## config.mk

```make
export PLATFORM = sky130hd
export DESIGN_NAME = sensor_presence_supervisor
export DESIGN_NICKNAME = d
export VERILOG_FILES = /design/src/hdl/spsup_pkg.sv /design/src/hdl/sensor_presence_supervisor.sv /design/src/hdl/spsup_cfg.sv /design/src/hdl/spsup_core.sv
export SDC_FILE = /design/constraint.sdc
export NUM_CORES = 1
export LEC_CHECK = 0
export BUFFER_PORTS_ARGS = -buffer_cell sky130_fd_sc_hd__clkbuf_2
export CORE_UTILIZATION = 35
export CTS_CLUSTER_SIZE = 30
export DETAILED_ROUTE_END_ITERATION = 10
export SLEW_MARGIN = 20
export SYNTH_ARGS = -nofsm -noshare
export SYNTH_HDL_FRONTEND = slang
export SYNTH_SLANG_ARGS = --single-unit
```

## constraint.sdc

```tcl
create_clock -name aclk -period 8.32 [get_ports aclk]
set_input_delay 0.416 -clock aclk [delete_from_list [all_inputs] [get_ports aclk]]
set_output_delay 0.416 -clock aclk [all_outputs]
set_load 0.02 [all_outputs]
```

## src/hdl/spsup_pkg.sv

```systemverilog
// shared types and constants of the sensor presence supervisor
`default_nettype none

package spsup_pkg;

    // transaction kinds on the input channel
    typedef enum logic [1:0] {
        OP_TICK  = 2'd0,
        OP_READ  = 2'd1,
        OP_START = 2'd2
    } op_t;

    // supervisor modes
    typedef enum logic [1:0] {
        MODE_DETECTING = 2'd0,
        MODE_ACTIVE    = 2'd1,
        MODE_LOST      = 2'd2
    } mode_t;

    localparam int ANGLE_W = 12;
    localparam int TIME_W  = 32;
    localparam int COUNT_W = 8;
    localparam int SRC_W   = 2;

    localparam logic [SRC_W-1:0]   SRC_NONE  = 2'd0;
    localparam logic [SRC_W-1:0]   SRC_CAND0 = 2'd1;
    localparam logic [SRC_W-1:0]   SRC_CAND1 = 2'd2;
    localparam logic [SRC_W-1:0]   SRC_CAND2 = 2'd3;
    localparam logic [COUNT_W-1:0] COUNT_MAX = '1;

    // register map
    localparam int          PADDR_W       = 3;
    localparam int          PDATA_W       = 32;
    localparam logic        REG_FAIL_LIM  = 1'b0;
    localparam logic        REG_REDETECT  = 1'b1;
    localparam logic [COUNT_W-1:0] FAIL_LIMIT_RST = 8'd3;
    localparam logic [TIME_W-1:0]  REDETECT_RST   = 32'd1000;

    localparam int S_TDATA_W = 88;
    localparam int M_TDATA_W = 32;

    typedef struct packed {
        logic [COUNT_W-1:0] failure_limit;
        logic [TIME_W-1:0]  redetect_interval;
    } cfg_t;

    typedef struct packed {
        op_t                op;
        logic [TIME_W-1:0]  now_ms;
        logic               cand0_found;
        logic               cand1_found;
        logic               cand2_found;
        logic [ANGLE_W-1:0] cand0_angle;
        logic [ANGLE_W-1:0] cand1_angle;
        logic [ANGLE_W-1:0] cand2_angle;
        logic               read_ok;
        logic [ANGLE_W-1:0] read_angle;
    } item_t;

    typedef struct packed {
        mode_t              mode;
        logic [SRC_W-1:0]   source;
        logic               read_accepted;
        logic               lost_event;
        logic               recovered_event;
        logic [ANGLE_W-1:0] angle_out;
        logic [COUNT_W-1:0] failure_tally;
    } result_t;

endpackage

`default_nettype wire

```

## src/hdl/sensor_presence_supervisor.sv

```systemverilog
// top level: stream channels, input and result registers, config port
//
// Usage: each input transaction carries a kind on s_tuser (tick, read outcome,
// start) and the time stamp, candidate probe results and read result on
// s_tdata. Every input transaction produces exactly one result transaction
// on m_tdata with the mode, selected source, event pulses, angle and the
// consecutive failure count after that transaction.
// Path: a transaction accepted into the input register is processed against
// the supervisor state combinationally and moves into the result register,
// which drives m_tvalid, as soon as that register is free.
// Throughput: one transaction per cycle while m_tready stays high; the state
// update is a single pass of compare, priority pick and counter logic between
// the input register and the result register.
// Stall: if m_tready is low the result register holds; the input register
// still takes one more transaction if it is empty, after which s_tready drops
// until the result is taken.
// Reset (aresetn low, synchronous): mode detecting, no source, failure count
// and last attempt time zero, bus not started, failure_limit 3, redetect_interval
// 1000. Registers must be written over apb while idle; the block does not check.
`default_nettype none

module sensor_presence_supervisor (
    input  wire logic                                aclk,
    input  wire logic                                aresetn,
    // input channel
    input  wire logic                                s_tvalid,
    output logic                                     s_tready,
    // now_ms[31:0], cand0_found[32], cand1_found[33], cand2_found[34],
    // cand0_angle[46:35], cand1_angle[58:47], cand2_angle[70:59],
    // read_ok[71], read_angle[83:72], zero fill [87:84]
    input  wire logic [spsup_pkg::S_TDATA_W-1:0]     s_tdata,
    // op[1:0]
    input  wire logic [1:0]                          s_tuser,
    // result channel
    output logic                                     m_tvalid,
    input  wire logic                                m_tready,
    // mode[1:0], source[3:2], read_accepted[4], lost_event[5],
    // recovered_event[6], angle_out[18:7], failure_tally[26:19], zero fill [31:27]
    output logic      [spsup_pkg::M_TDATA_W-1:0]     m_tdata,
    // configuration port
    input  wire logic                                psel,
    input  wire logic                                penable,
    input  wire logic                                pwrite,
    input  wire logic [spsup_pkg::PADDR_W-1:0]       paddr,
    input  wire logic [spsup_pkg::PDATA_W-1:0]       pwdata,
    output logic      [spsup_pkg::PDATA_W-1:0]       prdata,
    output logic                                     pready
);

    spsup_pkg::cfg_t    cfg;
    spsup_pkg::item_t   in_item_reg;
    logic               in_valid_reg;
    spsup_pkg::result_t result;
    spsup_pkg::result_t out_res_reg;
    logic               out_valid_reg;
    logic               out_free;
    logic               advance;
    logic               in_take;

    // handshake control
    assign out_free = !out_valid_reg || m_tready;
    assign advance  = in_valid_reg && out_free;
    assign s_tready = !in_valid_reg || advance;
    assign in_take  = s_tvalid && s_tready;

    // input register
    always_ff @(posedge aclk) begin
        if (!aresetn) begin
            in_valid_reg <= 1'b0;
        end else if (s_tready) begin
            in_valid_reg <= s_tvalid;
        end
    end

    always_ff @(posedge aclk) begin
        if (in_take) begin
            in_item_reg.op          <= spsup_pkg::op_t'(s_tuser);
            in_item_reg.now_ms      <= s_tdata[31:0];
            in_item_reg.cand0_found <= s_tdata[32];
            in_item_reg.cand1_found <= s_tdata[33];
            in_item_reg.cand2_found <= s_tdata[34];
            in_item_reg.cand0_angle <= s_tdata[46:35];
            in_item_reg.cand1_angle <= s_tdata[58:47];
            in_item_reg.cand2_angle <= s_tdata[70:59];
            in_item_reg.read_ok     <= s_tdata[71];
            in_item_reg.read_angle  <= s_tdata[83:72];
        end
    end

    spsup_cfg u_cfg (
        .aclk    (aclk),
        .aresetn (aresetn),
        .psel    (psel),
        .penable (penable),
        .pwrite  (pwrite),
        .paddr   (paddr),
        .pwdata  (pwdata),
        .prdata  (prdata),
        .pready  (pready),
        .cfg     (cfg)
    );

    spsup_core u_core (
        .aclk    (aclk),
        .aresetn (aresetn),
        .advance (advance),
        .item    (in_item_reg),
        .cfg     (cfg),
        .result  (result)
    );

    // result register
    always_ff @(posedge aclk) begin
        if (!aresetn) begin
            out_valid_reg <= 1'b0;
        end else if (out_free) begin
            out_valid_reg <= in_valid_reg;
        end
    end

    always_ff @(posedge aclk) begin
        if (advance) begin
            out_res_reg <= result;
        end
    end

    assign m_tvalid = out_valid_reg;
    assign m_tdata  = {5'd0,
                       out_res_reg.failure_tally,
                       out_res_reg.angle_out,
                       out_res_reg.recovered_event,
                       out_res_reg.lost_event,
                       out_res_reg.read_accepted,
                       out_res_reg.source,
                       out_res_reg.mode};

endmodule

`default_nettype wire

```

## src/hdl/spsup_cfg.sv

```systemverilog
// configuration register file behind the apb port
`default_nettype none

module spsup_cfg (
    input  wire logic                             aclk,
    input  wire logic                             aresetn,
    input  wire logic                             psel,
    input  wire logic                             penable,
    input  wire logic                             pwrite,
    input  wire logic [spsup_pkg::PADDR_W-1:0]    paddr,
    input  wire logic [spsup_pkg::PDATA_W-1:0]    pwdata,
    output logic      [spsup_pkg::PDATA_W-1:0]    prdata,
    output logic                                  pready,
    output spsup_pkg::cfg_t                       cfg
);

    logic [spsup_pkg::COUNT_W-1:0] fail_limit_reg;
    logic [spsup_pkg::TIME_W-1:0]  redetect_reg;
    logic                          wr_en;
    logic                          reg_sel;

    assign pready  = 1'b1;
    assign reg_sel = paddr[2];
    assign wr_en   = psel & penable & pwrite & pready;

    // register writes on the access phase
    always_ff @(posedge aclk) begin
        if (!aresetn) begin
            fail_limit_reg <= spsup_pkg::FAIL_LIMIT_RST;
            redetect_reg   <= spsup_pkg::REDETECT_RST;
        end else if (wr_en) begin
            unique case (reg_sel)
                spsup_pkg::REG_FAIL_LIM: fail_limit_reg <= pwdata[spsup_pkg::COUNT_W-1:0];
                spsup_pkg::REG_REDETECT: redetect_reg   <= pwdata[spsup_pkg::TIME_W-1:0];
                default: ;
            endcase
        end
    end

    // read-back mux
    always_comb begin
        unique case (reg_sel)
            spsup_pkg::REG_FAIL_LIM:
                prdata = {{(spsup_pkg::PDATA_W-spsup_pkg::COUNT_W){1'b0}}, fail_limit_reg};
            spsup_pkg::REG_REDETECT:
                prdata = redetect_reg;
            default:
                prdata = '0;
        endcase
    end

    assign cfg.failure_limit     = fail_limit_reg;
    assign cfg.redetect_interval = redetect_reg;

endmodule

`default_nettype wire

```

## src/hdl/spsup_core.sv

```systemverilog
// supervisor state and the per-transaction update logic
`default_nettype none

module spsup_core (
    input  wire logic            aclk,
    input  wire logic            aresetn,
    input  wire logic            advance,
    input  wire spsup_pkg::item_t item,
    input  wire spsup_pkg::cfg_t  cfg,
    output spsup_pkg::result_t   result
);

    spsup_pkg::mode_t               mode_reg, mode_next;
    logic [spsup_pkg::SRC_W-1:0]    source_reg, source_next;
    logic [spsup_pkg::COUNT_W-1:0]  fail_count_reg, fail_count_next;
    logic [spsup_pkg::TIME_W-1:0]   last_attempt_reg, last_attempt_next;
    logic                           bus_started_reg, bus_started_next;

    logic [spsup_pkg::TIME_W-1:0]   elapsed;
    logic [spsup_pkg::COUNT_W-1:0]  fail_inc;
    logic                           det_bus;
    logic                           det_from_lost;
    logic                           det_hit;
    logic [spsup_pkg::SRC_W-1:0]    det_source;
    logic [spsup_pkg::ANGLE_W-1:0]  det_angle;
    logic                           accepted;
    logic                           lost;
    logic                           recovered;
    logic [spsup_pkg::ANGLE_W-1:0]  angle;

    assign elapsed  = item.now_ms - last_attempt_reg;
    assign fail_inc = (fail_count_reg == spsup_pkg::COUNT_MAX) ? fail_count_reg
                                                                : fail_count_reg + 8'd1;

    // priority pick among the three candidates
    assign det_bus = bus_started_reg | (item.op == spsup_pkg::OP_START);
    always_comb begin
        det_hit    = 1'b1;
        det_source = spsup_pkg::SRC_NONE;
        det_angle  = item.cand0_angle;
        if (det_bus && item.cand0_found) begin
            det_source = spsup_pkg::SRC_CAND0;
        end else if (det_bus && item.cand1_found) begin
            det_source = spsup_pkg::SRC_CAND1;
            det_angle  = item.cand1_angle;
        end else if (det_bus && item.cand2_found) begin
            det_source = spsup_pkg::SRC_CAND2;
            det_angle  = item.cand2_angle;
        end else begin
            det_hit = 1'b0;
        end
    end

    // a start forces detecting first, so only a tick can recover
    assign det_from_lost = (item.op == spsup_pkg::OP_TICK) && (mode_reg == spsup_pkg::MODE_LOST);

    // next state and result fields
    always_comb begin
        mode_next         = mode_reg;
        source_next       = source_reg;
        fail_count_next   = fail_count_reg;
        last_attempt_next = last_attempt_reg;
        bus_started_next  = bus_started_reg;
        accepted          = 1'b0;
        lost              = 1'b0;
        recovered         = 1'b0;
        angle             = '0;
        case (item.op)
            spsup_pkg::OP_TICK, spsup_pkg::OP_START: begin
                if (item.op == spsup_pkg::OP_START ||
                    (mode_reg != spsup_pkg::MODE_ACTIVE &&
                     elapsed >= cfg.redetect_interval)) begin
                    if (item.op == spsup_pkg::OP_START) begin
                        bus_started_next = 1'b1;
                    end
                    last_attempt_next = item.now_ms;
                    if (det_hit) begin
                        mode_next       = spsup_pkg::MODE_ACTIVE;
                        source_next     = det_source;
                        fail_count_next = '0;
                        if (det_from_lost) begin
                            recovered = 1'b1;
                            angle     = det_angle;
                        end
                    end else begin
                        source_next = spsup_pkg::SRC_NONE;
                        mode_next   = det_from_lost ? spsup_pkg::MODE_LOST
                                                    : spsup_pkg::MODE_DETECTING;
                    end
                end
            end
            spsup_pkg::OP_READ: begin
                if (source_reg != spsup_pkg::SRC_NONE) begin
                    if (item.read_ok) begin
                        fail_count_next = '0;
                        accepted        = 1'b1;
                        angle           = item.read_angle;
                    end else begin
                        fail_count_next = fail_inc;
                        if (fail_inc >= cfg.failure_limit) begin
                            source_next       = spsup_pkg::SRC_NONE;
                            mode_next         = spsup_pkg::MODE_LOST;
                            lost              = 1'b1;
                            last_attempt_next = item.now_ms;
                        end
                    end
                end
            end
            default: ;
        endcase
    end

    // state registers, updated once per transaction
    always_ff @(posedge aclk) begin
        if (!aresetn) begin
            mode_reg         <= spsup_pkg::MODE_DETECTING;
            source_reg       <= spsup_pkg::SRC_NONE;
            fail_count_reg   <= '0;
            last_attempt_reg <= '0;
            bus_started_reg  <= 1'b0;
        end else if (advance) begin
            mode_reg         <= mode_next;
            source_reg       <= source_next;
            fail_count_reg   <= fail_count_next;
            last_attempt_reg <= last_attempt_next;
            bus_started_reg  <= bus_started_next;
        end
    end

    assign result.mode            = mode_next;
    assign result.source          = source_next;
    assign result.read_accepted   = accepted;
    assign result.lost_event      = lost;
    assign result.recovered_event = recovered;
    assign result.angle_out       = angle;
    assign result.failure_tally   = fail_count_next;

    // active mode and a selected candidate always go together
    a_mode_source: assert property (@(posedge aclk) disable iff (!aresetn)
        (mode_reg == spsup_pkg::MODE_ACTIVE) == (source_reg != spsup_pkg::SRC_NONE))
        else $error("active mode without a source or vice versa");

    // lost and recovered never in the same transaction
    a_events_excl: assert property (@(posedge aclk) disable iff (!aresetn)
        advance |-> !(lost && recovered))
        else $error("lost and recovered pulses together");

    // a lost pulse leaves the block in lost mode with no source
    a_lost_state: assert property (@(posedge aclk) disable iff (!aresetn)
        (advance && lost) |=> (mode_reg == spsup_pkg::MODE_LOST &&
                               source_reg == spsup_pkg::SRC_NONE))
        else $error("lost pulse without entering lost mode");

    // a recovery only comes from a started bus and leaves the block active
    a_recover_active: assert property (@(posedge aclk) disable iff (!aresetn)
        (advance && recovered) |=> (mode_reg == spsup_pkg::MODE_ACTIVE && bus_started_reg))
        else $error("recovered pulse without an active sensor");

endmodule

`default_nettype wire

```

==> flow_metrics.tcl <==
set metrics [dict create \
    dp_hpwl_mm 19.8 \
    drive_above_1_share 0.184 \
    synth-compound-area-share 0.198 \
    drt_first_iter_violations 611 \
    synth_edf_count 113 \
    numCtsBuffers 17 \
    crit_arrival_ns 5.98 \
    yosys.area_share.adder 0.0844 \
    leakage_uw 0.00521 \
    clkTransAtPathRegs_ns 0.08 \
    grt_pass1_wl_mm 42.2 \
    setup_viol 0 \
    seq_area_frac_synth 0.471 \
    synth-xor-area-share 0.0257 \
    maxCapViolations 0 \
    die_y_microns 179 \
    fin_crit_ns 5.83 \
    status "finished clean" \
    layout_commonest_cell "nand2_1" \
    initial_core_util 0.357 \
    drt-vias-per-instance 5.11 \
    syn_avg_cell_area_sq_um 9.35 \
    path_class "flop to flop" \
    rsz0062_at_grt "false" \
    final-hold-violation-count 0 \
    cts_hold_buf 0 \
    period_share 0.701 \
    worst_slew_pin_slew_ns 0.908 \
    vias 8835 \
    port_buffers 186 \
    dp.cells 1696 \
    cts_setup_buffers 0 \
    p_per_area_nw_per_um2 204 \
    yosys-top-cells-area "edfxtp_1, dfxtp_1, ha_1" \
    synth_mux_area_frac 0.00757 \
    ys.flop_type "edfxtp_1" \
    floorplan.core_area_sq_um 30600 \
    startpoint_type "flop" \
    synth.largest_area_cell "edfxtp_1" \
    clockBufferDepth 2 \
    hp-class "input port to flop" \
    fp-row-count 64 \
    largest_register_ffs 86 \
    cts_resized 0 \
    syn-cell-area_sq_um 10900 \
    cts.sinks 200 \
    finClkSkew_ns 0.0125 \
    cts_root_buf "clkbuf_16" \
    required_ns 8.46 \
    grt_antenna_before_repair 0 \
    die_area_sq_um 31900 \
    first_pass_iters 5 \
    drv_slew 0 \
    grt_util_all_layers 0.170 \
    synth-simple-area-share 0.154 \
    drc 0 \
    nNetsFinal 1524 \
    overflow 0 \
    grt_pass1_vias 8054 \
    crit_fanout 74 \
    layout_common_cells "nand2_1, clkbuf_2, edfxtp_1" \
    fill_cells 3025 \
    cts-htree-levels 4 \
    io_pins 199 \
    grt_max_degree 108 \
    synthToLayoutAreaGrowth_pct 16.5 \
    maxSlewHeadroom 0.395 \
    max_clock_freq_mhz 171 \
    antenna_left 0 \
    async_reset_ff_frac 0 \
    ys_ff_latch 200 \
    yosysTopAreaCellShare 0.311 \
    multiInputGateArea_sq_um 5150 \
    syn_inst 1167 \
    yosysUniqueCellTypes 72 \
    instances_no_fill 1728 \
    setup_tns_ns 0 \
    seqCellArea_sq_um 5130 \
    synth_warnings 0 \
    cp-end-kind "flop" \
    avgRoutedWirePerCell_microns 15.9 \
    cts_tree "yes" \
    antenna_cells 0 \
    holdWs_ns 0.141 \
    synth_top_family_by_area "compound AO/OA/AOI/OAI gates" \
    finalWirelength_mm 27.5 \
    ir_drop_mv 0.133 \
    fp.dieW_microns 179 \
    clkLatencyLatePin_ns 0.44 \
    gp_congestion 0.841 \
]
[per-layer routing]
| metal | global-route usage | up-vias | routed length (microns) |
|---|---|---|---|
| met4 | 0.0452 | 0 | 356 |
| met3 | 0.0303 | 22 | 1300 |
| met1 | 0.248 | 4111 | 13800 |
| met2 | 0.257 | 217 | 12000 |
| li1 | - | 4485 | - |
| met5 | 0 | - | 0 |
[report_power, final]
group	switching, uW	internal, uW	total (uW)	leakage (uW)
Clock	425	402	827	0.000282
Sequential	28.1	1100	1130	0.00180
Combinational	376	254	630	0.00313
Total	829	1760	2590	0.00521
[final cells by class]
type,instances,area share
Clock inverter,15,0.0119
Clock buffer,17,0.0335
Tap cell,396,0.0390
Multi-Input combinational cell,815,0.406
Timing Repair Buffer,194,0.0789
Inverter,91,0.0270
Sequential cell,200,0.404
[kinds of logic after synthesis]
family | after synthesis
xor gates and xnor gates | 32
adders and majority gates | 73
buffers and inverters | 156
and+or+nand+nor | 380
other | 2
DFF | 200
AOI/OAI and AO/OA | 316
muxes | 8
[Yosys cell counts, types with 3 or more instances]
library cell,count
nand2_1,193
edfxtp_1,113
a21oi_1,94
inv_1,88
dfxtp_1,87
nor2_1,81
ha_1,72
clkbuf_1,43
o21ai_0,43
and3_1,36
a21o_1,34
a2bb2oi_1,33
o311ai_0,30
xnor2_1,19
nand4_1,16
xor2_1,13
a22oi_1,12
nand3_1,12
a211oi_1,11
buf_2,9
nand2b_1,9
nor2b_1,9
o211ai_1,9
buf_4,8
o22ai_1,8
mux2i_1,6
nor3_1,6
a32oi_1,4
and2_1,4
o21a_1,4
o21bai_1,4
a211o_1,3
buf_1,3
nor3b_1,3
o31ai_1,3
[metrics by stage]
stage	power (uW)	setup WS [ns]	util	area (sq um)
2_1_floorplan	1610	3.98	-	10900
3_3_place_gp	1770	2.74	0.396	12100
3_5_place_dp	1780	2.58	0.396	12100
4_1_cts	2620	2.55	0.415	12700
5_1_grt	2730	2.09	0.415	12700
6_report	2590	2.49	0.415	12700
[worst paths after layout]
kind                                           endpoint  cells past startpoint               startpoint  slack (ns)
worst max-delay path                        m_tdata[23]                     21          in_item_reg[52]        2.49
worst min-delay path                    in_item_reg[63]                      1              s_tdata[11]        0.14
worst max register to register              m_tdata[23]                     21          in_item_reg[52]        2.49
worst min register to register  u_cfg.fail_limit_reg[2]                      2  u_cfg.fail_limit_reg[2]        0.46
[worst max-delay path, cell delays in order, from the launching register on]
cell      delay, ns
edfxtp_1       0.36
inv_1          0.09
ha_1           0.17
inv_1          0.05
fa_1           0.40
a21oi_1        0.20
o22ai_1        0.14
a41o_1         0.31
a21o_1         0.23
a21boi_2       0.24
o31ai_1        0.15
o41ai_2        0.24
xnor2_1        0.19
ha_1           0.33
nand4_1        0.11
o21bai_1       0.21
a211oi_1       0.37
o211ai_1       0.18
nand3_2        0.10
buf_4          0.57
and2_1         0.66
o22ai_1        0.19
Note: power is estimated with default switching activity, not from simulation.
